[config.mk]
export PLATFORM = sky130hd
export DESIGN_NAME = go_to_goal_steering_controller_core_flat
export DESIGN_NICKNAME = d
export VERILOG_FILES = /design/src/rtl/core/ggsc_pkg.sv /design/src/rtl/core/ggsc_if.sv /design/src/rtl/core/go_to_goal_steering_controller_core.sv /design/src/flat_wrapper.sv
export SDC_FILE = /design/constraint.sdc
export NUM_CORES = 2
export LEC_CHECK = 0
export ABC_CLOCK_PERIOD_IN_PS = 10600
export BUFFER_PORTS_ARGS = -buffer_cell sky130_fd_sc_hd__buf_2
export CORE_MARGIN = 2
export CORE_UTILIZATION = 35
export CTS_CLUSTER_DIAMETER = 50
export DETAILED_ROUTE_END_ITERATION = 8
export GPL_ROUTABILITY_DRIVEN = 0
export PLACE_DENSITY = 0.57
export SYNTH_ARGS = -nofsm -noshare
export SYNTH_HDL_FRONTEND = slang
export SYNTH_SLANG_ARGS = --single-unit
[constraint.sdc]
create_clock -name clock -period 10.6 [get_ports clock]
set_input_delay 1.06 -clock clock [delete_from_list [all_inputs] [get_ports clock]]
set_output_delay 1.06 -clock clock [all_outputs]
set_load 0.02 [all_outputs]
[src/rtl/core/ggsc_pkg.sv]
// Types, constants and the arctangent table for the go-to-goal steering controller.
`default_nettype none

package ggsc_pkg;

   // Field widths
   localparam int POS_W   = 16;
   localparam int HEAD_W  = 16;
   localparam int LIN_W   = 16;
   localparam int ANG_W   = 18;
   localparam int CSR_W   = 16;
   localparam int CSR_IDX_W = 3;

   // Internal datapath widths
   localparam int DELTA_W = 17;  // goal minus pose, Q.8
   localparam int XY_W    = 27;  // CORDIC x/y with 8 guard bits and gain growth
   localparam int Z_W     = 19;  // accumulated angle, Q.16 radians
   localparam int DIST_W  = 17;  // distance, Q9.8
   localparam int DIFF_W  = 21;  // bearing minus heading, Q.16
   localparam int MA_W    = 28;
   localparam int MB_W    = 18;
   localparam int P_W     = MA_W + MB_W;
   localparam int TBL_IDX_W = 5;

   // Register indexes
   localparam logic [CSR_IDX_W-1:0] CSR_GOAL_X        = 3'd0;
   localparam logic [CSR_IDX_W-1:0] CSR_GOAL_Y        = 3'd1;
   localparam logic [CSR_IDX_W-1:0] CSR_ARRIVE_TOL    = 3'd2;
   localparam logic [CSR_IDX_W-1:0] CSR_LINEAR_GAIN   = 3'd3;
   localparam logic [CSR_IDX_W-1:0] CSR_ANGULAR_GAIN  = 3'd4;

   // Register reset values
   localparam logic [15:0] GOAL_X_RST       = 16'd256;
   localparam logic [15:0] GOAL_Y_RST       = 16'd256;
   localparam logic [15:0] ARRIVE_TOL_RST   = 16'd3;
   localparam logic [15:0] LINEAR_GAIN_RST  = 16'd256;
   localparam logic [7:0]  ANGULAR_GAIN_RST = 8'd64;

   // Arithmetic constants
   localparam logic [MB_W-1:0]       INV_GAIN_Q16 = 18'd39797;
   localparam logic signed [Z_W-1:0] HALF_PI_Q16  = 19'sd102944;
   localparam logic signed [P_W-1:0] DIST_RND     = 46'sd8388608;
   localparam logic signed [P_W-1:0] VEL_RND      = 46'sd128;
   localparam logic signed [P_W-1:0] ANG_MAX      = 46'sd131071;
   localparam logic signed [P_W-1:0] ANG_MIN      = -46'sd131072;

   typedef enum logic [2:0] {
      ST_IDLE,
      ST_ROT,
      ST_MDIST,
      ST_DIST,
      ST_MLIN,
      ST_MANG,
      ST_ANG,
      ST_OUT
   } state_type;

   // atan(2^-i) in Q.16 radians, rounded to nearest
   function automatic logic [15:0] atan_q16(input logic [TBL_IDX_W-1:0] idx);
      logic [15:0] v;
      begin
         case (idx)
            5'd0:    v = 16'd51472;
            5'd1:    v = 16'd30386;
            5'd2:    v = 16'd16055;
            5'd3:    v = 16'd8150;
            5'd4:    v = 16'd4091;
            5'd5:    v = 16'd2047;
            5'd6:    v = 16'd1024;
            5'd7:    v = 16'd512;
            5'd8:    v = 16'd256;
            5'd9:    v = 16'd128;
            5'd10:   v = 16'd64;
            5'd11:   v = 16'd32;
            5'd12:   v = 16'd16;
            5'd13:   v = 16'd8;
            5'd14:   v = 16'd4;
            5'd15:   v = 16'd2;
            5'd16:   v = 16'd1;
            default: v = 16'd0;
         endcase
         return v;
      end
   endfunction

endpackage

`default_nettype wire

[src/rtl/core/ggsc_if.sv]
// Pose request and velocity response channel interfaces.
`default_nettype none

interface ggsc_req_if;
   logic                            valid;
   logic                            ready;
   logic signed [ggsc_pkg::POS_W-1:0]  pose_x;
   logic signed [ggsc_pkg::POS_W-1:0]  pose_y;
   logic signed [ggsc_pkg::HEAD_W-1:0] pose_heading;

   modport source (output valid, output pose_x, output pose_y, output pose_heading,
                   input ready);
   modport sink   (input valid, input pose_x, input pose_y, input pose_heading,
                   output ready);
endinterface

interface ggsc_rsp_if;
   logic                              valid;
   logic                              ready;
   logic [ggsc_pkg::LIN_W-1:0]        linear_velocity;
   logic signed [ggsc_pkg::ANG_W-1:0] angular_velocity;
   logic                              goal_reached;

   modport source (output valid, output linear_velocity, output angular_velocity,
                   output goal_reached, input ready);
   modport sink   (input valid, input linear_velocity, input angular_velocity,
                   input goal_reached, output ready);
endinterface

`default_nettype wire

[src/rtl/core/go_to_goal_steering_controller_core.sv]
// Go-to-goal steering controller: CORDIC vectoring plus proportional velocity commands.
//
// One pose transaction produces one velocity transaction. The block takes a pose only
// when its sequencer is idle: a pose is held from acceptance through the vectoring loop
// and the product states, or through the product states alone when the pose sits exactly
// on the goal. The vectoring loop runs one micro-rotation per cycle through a single
// shift-add unit, followed by three products (distance scaling, linear gain, angular
// gain) through one shared 28x18 multiplier with a rounding/saturation step after
// each. The finished result is held in an output register, so the next pose may be
// accepted while the previous result still waits; if that register is still occupied
// when the next result is ready, the sequencer holds in its last state for as long
// as the receiver stalls.
// Register writes are taken at any time but are meant to be made while idle.
`default_nettype none

module go_to_goal_steering_controller_core #(
   parameter int CORDIC_STEPS = 16
) (
   input  wire                               clock,
   input  wire                               reset,
   ggsc_req_if.sink                          req_ch,
   ggsc_rsp_if.source                        rsp_ch,
   input  wire                               csr_write_enable,
   input  wire [ggsc_pkg::CSR_IDX_W-1:0]     csr_index,
   input  wire [ggsc_pkg::CSR_W-1:0]         csr_write_data
);
   import ggsc_pkg::*;

   localparam int STEP_W = (CORDIC_STEPS > 1) ? $clog2(CORDIC_STEPS) : 1;
   localparam logic [STEP_W-1:0] LAST_STEP = STEP_W'(CORDIC_STEPS - 1);

   // Configuration registers
   logic signed [POS_W-1:0] goal_x_ff, goal_y_ff;
   logic [15:0]             tol_ff, lin_gain_ff;
   logic [7:0]              ang_gain_ff;

   // Sequencer and datapath registers
   state_type               state_ff, state_in;
   logic [STEP_W-1:0]       step_ff, step_in;
   logic signed [XY_W-1:0]  x_ff, x_in, y_ff, y_in;
   logic signed [Z_W-1:0]   z_ff, z_in;
   logic signed [HEAD_W-1:0] heading_ff, heading_in;
   logic signed [P_W-1:0]   prod_ff, prod_in;
   logic [DIST_W-1:0]       dist_ff, dist_in;
   logic [LIN_W-1:0]        lin_ff, lin_in;
   logic signed [ANG_W-1:0] ang_ff, ang_in;
   logic                    latch_ff, latch_in;

   // Output register
   logic                    rsp_valid_ff, rsp_valid_in;
   logic [LIN_W-1:0]        rsp_lin_ff, rsp_lin_in;
   logic signed [ANG_W-1:0] rsp_ang_ff, rsp_ang_in;
   logic                    rsp_reached_ff, rsp_reached_in;

   // Combinational helpers
   logic signed [DELTA_W-1:0] dx, dy;
   logic signed [XY_W-1:0]    x0, y0, xs, ys;
   logic signed [Z_W-1:0]     atan_z;
   logic signed [DIFF_W-1:0]  ang_diff;
   logic signed [MA_W-1:0]    mul_a;
   logic signed [MB_W-1:0]    mul_b;
   logic signed [P_W-1:0]     mul_p, rnd_sum, ang_shift;
   logic                      req_fire, out_free, hit;

   assign req_ch.ready            = (state_ff == ST_IDLE);
   assign req_fire                = req_ch.valid && req_ch.ready;
   assign out_free                = !rsp_valid_ff || rsp_ch.ready;
   assign rsp_ch.valid            = rsp_valid_ff;
   assign rsp_ch.linear_velocity  = rsp_lin_ff;
   assign rsp_ch.angular_velocity = rsp_ang_ff;
   assign rsp_ch.goal_reached     = rsp_reached_ff;

   // Goal-relative vector with guard bits
   assign dx = {goal_x_ff[POS_W-1], goal_x_ff} - {req_ch.pose_x[POS_W-1], req_ch.pose_x};
   assign dy = {goal_y_ff[POS_W-1], goal_y_ff} - {req_ch.pose_y[POS_W-1], req_ch.pose_y};
   assign x0 = {{(XY_W-DELTA_W-8){dx[DELTA_W-1]}}, dx, 8'b0};
   assign y0 = {{(XY_W-DELTA_W-8){dy[DELTA_W-1]}}, dy, 8'b0};

   // Shared shift-add unit operands
   assign xs     = x_ff >>> step_ff;
   assign ys     = y_ff >>> step_ff;
   assign atan_z = Z_W'(signed'({1'b0, atan_q16(TBL_IDX_W'(step_ff))}));

   // Bearing minus heading, both in Q.16
   assign ang_diff = {{(DIFF_W-Z_W){z_ff[Z_W-1]}}, z_ff}
                   - {heading_ff[HEAD_W-1], heading_ff, 4'b0};

   // Shared multiplier
   assign mul_p = mul_a * mul_b;

   // Sequencer and datapath
   always_comb begin
      state_in      = state_ff;
      step_in       = step_ff;
      x_in          = x_ff;
      y_in          = y_ff;
      z_in          = z_ff;
      heading_in    = heading_ff;
      prod_in       = prod_ff;
      dist_in       = dist_ff;
      lin_in        = lin_ff;
      ang_in        = ang_ff;
      latch_in      = latch_ff;
      rsp_valid_in  = rsp_valid_ff && !rsp_ch.ready;
      rsp_lin_in    = rsp_lin_ff;
      rsp_ang_in    = rsp_ang_ff;
      rsp_reached_in = rsp_reached_ff;
      mul_a         = '0;
      mul_b         = '0;
      rnd_sum       = '0;
      ang_shift     = '0;
      hit           = 1'b0;

      case (state_ff)
         ST_IDLE: begin
            if (req_fire) begin
               heading_in = req_ch.pose_heading;
               step_in    = '0;
               if (dx == '0 && dy == '0) begin
                  x_in     = '0;
                  y_in     = '0;
                  z_in     = '0;
                  state_in = ST_MDIST;
               end else begin
                  state_in = ST_ROT;
                  if (dx[DELTA_W-1]) begin
                     // pre-rotate into the right half-plane
                     if (!dy[DELTA_W-1]) begin
                        x_in = y0;
                        y_in = -x0;
                        z_in = HALF_PI_Q16;
                     end else begin
                        x_in = -y0;
                        y_in = x0;
                        z_in = -HALF_PI_Q16;
                     end
                  end else begin
                     x_in = x0;
                     y_in = y0;
                     z_in = '0;
                  end
               end
            end
         end
         ST_ROT: begin
            // one micro-rotation, driving y towards zero
            if (!y_ff[XY_W-1]) begin
               x_in = x_ff + ys;
               y_in = y_ff - xs;
               z_in = z_ff + atan_z;
            end else begin
               x_in = x_ff - ys;
               y_in = y_ff + xs;
               z_in = z_ff - atan_z;
            end
            step_in = step_ff + 1'b1;
            if (step_ff == LAST_STEP) begin
               state_in = ST_MDIST;
            end
         end
         ST_MDIST: begin
            // scale magnitude by the inverse CORDIC gain
            mul_a    = x_ff[XY_W-1] ? '0 : MA_W'(x_ff);
            mul_b    = INV_GAIN_Q16;
            prod_in  = mul_p;
            state_in = ST_DIST;
         end
         ST_DIST: begin
            rnd_sum  = prod_ff + DIST_RND;
            dist_in  = rnd_sum[16+8+DIST_W-1:16+8];
            state_in = ST_MLIN;
         end
         ST_MLIN: begin
            // arrival check and linear gain product
            hit      = latch_ff || (dist_ff <= {1'b0, tol_ff});
            latch_in = hit;
            mul_a    = MA_W'({1'b0, dist_ff});
            mul_b    = MB_W'({1'b0, lin_gain_ff});
            prod_in  = mul_p;
            state_in = ST_MANG;
         end
         ST_MANG: begin
            rnd_sum  = prod_ff + VEL_RND;
            lin_in   = (|rnd_sum[P_W-1:LIN_W+8]) ? {LIN_W{1'b1}} : rnd_sum[LIN_W+7:8];
            mul_a    = MA_W'(ang_diff);
            mul_b    = MB_W'({1'b0, ang_gain_ff});
            prod_in  = mul_p;
            state_in = ST_ANG;
         end
         ST_ANG: begin
            rnd_sum   = prod_ff + VEL_RND;
            ang_shift = rnd_sum >>> 8;
            if (ang_shift > ANG_MAX) begin
               ang_in = ANG_MAX[ANG_W-1:0];
            end else if (ang_shift < ANG_MIN) begin
               ang_in = ANG_MIN[ANG_W-1:0];
            end else begin
               ang_in = ang_shift[ANG_W-1:0];
            end
            state_in = ST_OUT;
         end
         ST_OUT: begin
            // hand over to the output register once it is free
            if (out_free) begin
               rsp_valid_in   = 1'b1;
               rsp_reached_in = latch_ff;
               rsp_lin_in     = latch_ff ? '0 : lin_ff;
               rsp_ang_in     = latch_ff ? '0 : ang_ff;
               state_in       = ST_IDLE;
            end
         end
         default: begin
            state_in = ST_IDLE;
         end
      endcase
   end

   // Control state
   always_ff @(posedge clock) begin
      if (reset) begin
         state_ff     <= ST_IDLE;
         latch_ff     <= 1'b0;
         rsp_valid_ff <= 1'b0;
      end else begin
         state_ff     <= state_in;
         latch_ff     <= latch_in;
         rsp_valid_ff <= rsp_valid_in;
      end
   end

   // Datapath and output payload
   always_ff @(posedge clock) begin
      step_ff        <= step_in;
      x_ff           <= x_in;
      y_ff           <= y_in;
      z_ff           <= z_in;
      heading_ff     <= heading_in;
      prod_ff        <= prod_in;
      dist_ff        <= dist_in;
      lin_ff         <= lin_in;
      ang_ff         <= ang_in;
      rsp_lin_ff     <= rsp_lin_in;
      rsp_ang_ff     <= rsp_ang_in;
      rsp_reached_ff <= rsp_reached_in;
   end

   // Configuration registers
   always_ff @(posedge clock) begin
      if (reset) begin
         goal_x_ff   <= GOAL_X_RST;
         goal_y_ff   <= GOAL_Y_RST;
         tol_ff      <= ARRIVE_TOL_RST;
         lin_gain_ff <= LINEAR_GAIN_RST;
         ang_gain_ff <= ANGULAR_GAIN_RST;
      end else if (csr_write_enable) begin
         case (csr_index)
            CSR_GOAL_X:       goal_x_ff   <= csr_write_data;
            CSR_GOAL_Y:       goal_y_ff   <= csr_write_data;
            CSR_ARRIVE_TOL:   tol_ff      <= csr_write_data;
            CSR_LINEAR_GAIN:  lin_gain_ff <= csr_write_data;
            CSR_ANGULAR_GAIN: ang_gain_ff <= csr_write_data[7:0];
            default: begin
            end
         endcase
      end
   end

endmodule

`default_nettype wire

[src/flat_wrapper.sv]
// flat-port wrapper written by rule: the top's interface ports become plain ports
module go_to_goal_steering_controller_core_flat import ggsc_pkg::*;
#(
   parameter int CORDIC_STEPS = 16
)
  (clock, reset, csr_write_enable, csr_index, csr_write_data, req_ch_valid, req_ch_pose_x, req_ch_pose_y, req_ch_pose_heading, req_ch_ready, rsp_ch_valid, rsp_ch_linear_velocity, rsp_ch_angular_velocity, rsp_ch_goal_reached, rsp_ch_ready);
  ggsc_req_if req_ch_i ();
  ggsc_rsp_if rsp_ch_i ();
  input  wire clock;
  input  wire reset;
  input  wire csr_write_enable;
  input  wire [ggsc_pkg::CSR_IDX_W-1:0] csr_index;
  input  wire [ggsc_pkg::CSR_W-1:0] csr_write_data;
  input wire logic [$bits(req_ch_i.valid)-1:0] req_ch_valid;
  input wire logic [$bits(req_ch_i.pose_x)-1:0] req_ch_pose_x;
  input wire logic [$bits(req_ch_i.pose_y)-1:0] req_ch_pose_y;
  input wire logic [$bits(req_ch_i.pose_heading)-1:0] req_ch_pose_heading;
  output wire logic [$bits(req_ch_i.ready)-1:0] req_ch_ready;
  output wire logic [$bits(rsp_ch_i.valid)-1:0] rsp_ch_valid;
  output wire logic [$bits(rsp_ch_i.linear_velocity)-1:0] rsp_ch_linear_velocity;
  output wire logic [$bits(rsp_ch_i.angular_velocity)-1:0] rsp_ch_angular_velocity;
  output wire logic [$bits(rsp_ch_i.goal_reached)-1:0] rsp_ch_goal_reached;
  input wire logic [$bits(rsp_ch_i.ready)-1:0] rsp_ch_ready;
  assign req_ch_i.valid = req_ch_valid;
  assign req_ch_i.pose_x = req_ch_pose_x;
  assign req_ch_i.pose_y = req_ch_pose_y;
  assign req_ch_i.pose_heading = req_ch_pose_heading;
  assign req_ch_ready = req_ch_i.ready;
  assign rsp_ch_valid = rsp_ch_i.valid;
  assign rsp_ch_linear_velocity = rsp_ch_i.linear_velocity;
  assign rsp_ch_angular_velocity = rsp_ch_i.angular_velocity;
  assign rsp_ch_goal_reached = rsp_ch_i.goal_reached;
  assign rsp_ch_i.ready = rsp_ch_ready;
  go_to_goal_steering_controller_core #(.CORDIC_STEPS(CORDIC_STEPS)) u_core (.clock(clock), .reset(reset), .req_ch(req_ch_i), .rsp_ch(rsp_ch_i), .csr_write_enable(csr_write_enable), .csr_index(csr_index), .csr_write_data(csr_write_data));
endmodule
==> results.md <==
- Status: finished clean
- Max-cap viol count: 0
- Die ar.: ~110000 um^2
- Slew @ Worst Pin: approximately 1.3 ns
- Pleak: 0.01852 uW
- Met2 wire len: 51.29 mm
- Fmax: 104.2 MHz
- Top cell type's share of synthesized area: 22.14%
- DR vias/cell: between 5 and 6
- Commonest non-fill, non-tap cells in the layout: inv_1 (656), nand2_1 (499), fa_1 (427)
- Post-layout util: 39.06%
- Launching element type of the critical path: flop
- Cts bufs inserted: 50
- Sequential area share after synthesis: a little over a fifth
- Clk_skew: between 0.04 and 0.05 ns
- Die height: approximately 340 um
- Initial antenna violation count: 1
- Post-synth ARST share: 0%
- Post-DP HPWL: 88.83 mm
- Pwr dens: 237.9 nW/um^2
- VDD IR max: 166.8 uV
- Final worst path period share: 90.51%
- First-pass GRT wire length: 174.5 mm
- Register bit total from synthesis: 310
- Critical path type: reg -> reg
- Main synth FF type: edfxtp_1
- Final Cell Area: 42630 um^2
- WP data arrival: a little under 10 ns
- CTS root buffer: clkbuf_16
- Yosys cell types: 96
- # DRC: 0
- # fillers: around 11k
- Sw frac: approximately 47%
- Avg WL per Cell: 18.88 um
- Slowest stage delay, CP: 0.71 ns
- Worst min path class: reg -> reg
- Internal: 5418 uW
- Worst setup EP type: flop
- Switching Power: ~4700 uW
- Port Buffer Count: around 110
- Clock power share: 16.9%
- Post-Synth Adder-Cell Area: 30.44%
- Endpoints failing setup: 0
- CTS H-tree lvls: 2
- Top-level I/O count: between 100 and 150
- Area Overhead vs Synth: 10.44%
- Pin count of the biggest net entering global routing: about 80
- Vias in the first global route: 30.10k
- Sequential power share: 19.8%
- Met3 wire length: 7.118 mm
- Grt ovf: 0
- Worst-path fanout max: 15
- Vias: 30.99k
- Longest Clk Path Bufs: 3
- Commonest non-fill, non-tap cell in the layout: inv_1
- Layout cells sized above 1: between 8 and 9%
- Xor/xnor share of the synthesized area: 5.763%
- Die W: 336.1 um
- Initial core utilization: 35.36%
- Synth area leaders: fa_1 (22%), edfxtp_1 (17%), ha_1 (8.3%), inv_1 (6.4%), nand2_1 (4.9%)
- Syn Area/Cell: roughly 9 um^2
- Core box area: 109200 um^2
- Critical Path RT: 10.94 ns
- Main combinational cell family by area after synthesis: adder cells
- First drt pass iteration count: 7
- Final hold vios: 0
- Slew HR: 14.03%
- Yosys warning total: 0
- ANT cells: 0
- Max Slew Vio Count: 0
- Mux share of post-synthesis cell area: 5.215%
- Mapped Cells: approximately 4.3k
- Setup Buffers After CTS: 0
- Gr usage total: roughly a fifth
- Placed cell areas: about 41000 um^2
- Cell taking the most area after synthesis: fa_1
- Antenna Violating Nets Remaining: 0
- Clock Latency Late Sink: ~0.63 ns
- Hold Buf Count CTS: 0
- Initial DRC Count: 2285
- Comb power frac: 63.3%
- Clk slew on worst S/H paths: 0.06 ns
- Post-layout min period: 9.594 ns
- Synthesized area: 38600 um^2
- Post-synthesis compound-gate area fraction: 12.56%
- Crit path top cell by count: fa_1
- Final Hold Slack: 0.4532 ns
- Clock sinks: 310
- Total wire length: 111.9 mm
- Top layer in use: met5
- Number of synthesized flops with an enable pin: 217
- Slowest CP cell: o31a_1
- Sum Neg Setup Slack: 0 ns
- Met1 wire length: 49.03 mm
- TritonCTS clock tree: done
- Synth Area in Simple Gates: 15.94%
- # resized after CTS: 0
- Row count: 121
- RSZ-0062 raised after global routing: false
- Final-stage net count: roughly 5.2k
flip-flops by register name, summed over array words and instances, names as in the netlist, 17 cells and up:
register and count:
u_core.ang_ff 18, u_core.z_ff 19, u_core.y_ff 27, u_core.prod_ff 38, u_core.dist_ff 17, u_core.x_ff 27, u_core.rsp_ch.angular_velocity 18
worst paths after layout:
path / from / end / slack, ns / cells past startpoint
hold reg to reg: u_core.lin_gain_ff[4]$_SDFFE_PP0P_ / u_core.lin_gain_ff[4]$_SDFFE_PP0P_ / 0.45 / 2
setup reg to reg: u_core.heading_ff[0]$_DFFE_PP_ / u_core.prod_ff[37]$_DFFE_PP_ / 1.01 / 33
hold / removal: u_core.lin_gain_ff[4]$_SDFFE_PP0P_ / u_core.lin_gain_ff[4]$_SDFFE_PP0P_ / 0.45 / 2
setup / recovery: u_core.heading_ff[0]$_DFFE_PP_ / u_core.prod_ff[37]$_DFFE_PP_ / 1.01 / 33
stage by stage:
step / cells / setup slack (ns) / power [uW]
4_1_cts: 5923 / 1.084 / 10140
2_1_floorplan: 4363 / 1.864 / 6859
5_1_grt: 5923 / 0.3457 / 11020
3_5_place_dp: 5829 / 1.172 / 8339
3_3_place_gp: 5829 / 1.299 / 8295
6_report: 5923 / 1.006 / 10140
layout make-up:
| type | instances | area (um^2) | area share [%] |
|---|---|---|---|
| clock buffer | 55 | 1301 | 3.052 |
| clock inverter | 39 | 447.9 | 1.051 |
| inverter | 662 | 2486 | 5.832 |
| multi-input combinational | 3216 | 27200 | 63.81 |
| sequential | 310 | 8379 | 19.66 |
| tap | 1476 | 1847 | 4.332 |
| timing repair buffer | 165 | 968.4 | 2.272 |
cells by family after synthesis:
logic type,Yosys count
mux,128
flops,310
compound gates,780
simple gates,1327
xor+xnor,254
other cells,2
fa+ha+maj,683
buf+inv,837
power groups by stage:
stage | logic (uW) | clock network [uW] | registers, uW
after floorplan | 5000 | 0 | 1860
after global placement | 6270 | 0 | 2030
after detailed placement | 6300 | 0 | 2030
after CTS | 6370 | 1750 | 2010
after global routing | 7180 | 1790 | 2040
final | 6420 | 1720 | 2010
Yosys cell counts (9+ instances only):
cell type	n
inv_1	657
nand2_1	500
fa_1	427
nor2_1	351
a21oi_1	279
ha_1	256
edfxtp_1	217
xnor2_1	163
o21ai_0	144
clkbuf_1	139
dfxtp_1	93
xor2_1	91
nor2b_1	87
nand3_1	74
nor3_1	72
mux4_2	54
and2_1	48
a21o_1	46
mux2i_1	43
o22ai_1	43
nand2b_1	39
and3_1	36
o21a_1	36
a31oi_1	35
mux2_2	29
a211oi_1	23
nand4_1	19
or3_1	17
or2_2	16
nor4_1	15
o31ai_1	15
o21ai_1	14
o21bai_1	14
buf_1	13
o32ai_1	11
buf_2	10
nand3b_1	10
o211ai_1	10
a221oi_1	9
a22oi_1	9
layer usage:
metal  track usage, %  vias to the layer above
met5                0                        -
met4            7.175                        2
met3            2.734                      189
met2            31.39                      979
met1            27.69                    15280
li1                 -                    14540
worst max-delay path: cells and delay by family, from the launching register on:
kind	cells	cell delay [ns]
XOR/XNOR	1	0.07
AND/OR/NAND/NOR	3	0.40
adder cells (fa/ha/maj)	9	4.10
buffers and inverters	4	0.20
AO/OA/AOI/OAI	16	4.16
flip-flops	1	0.36
Note: power is estimated with default switching activity, not from simulation.
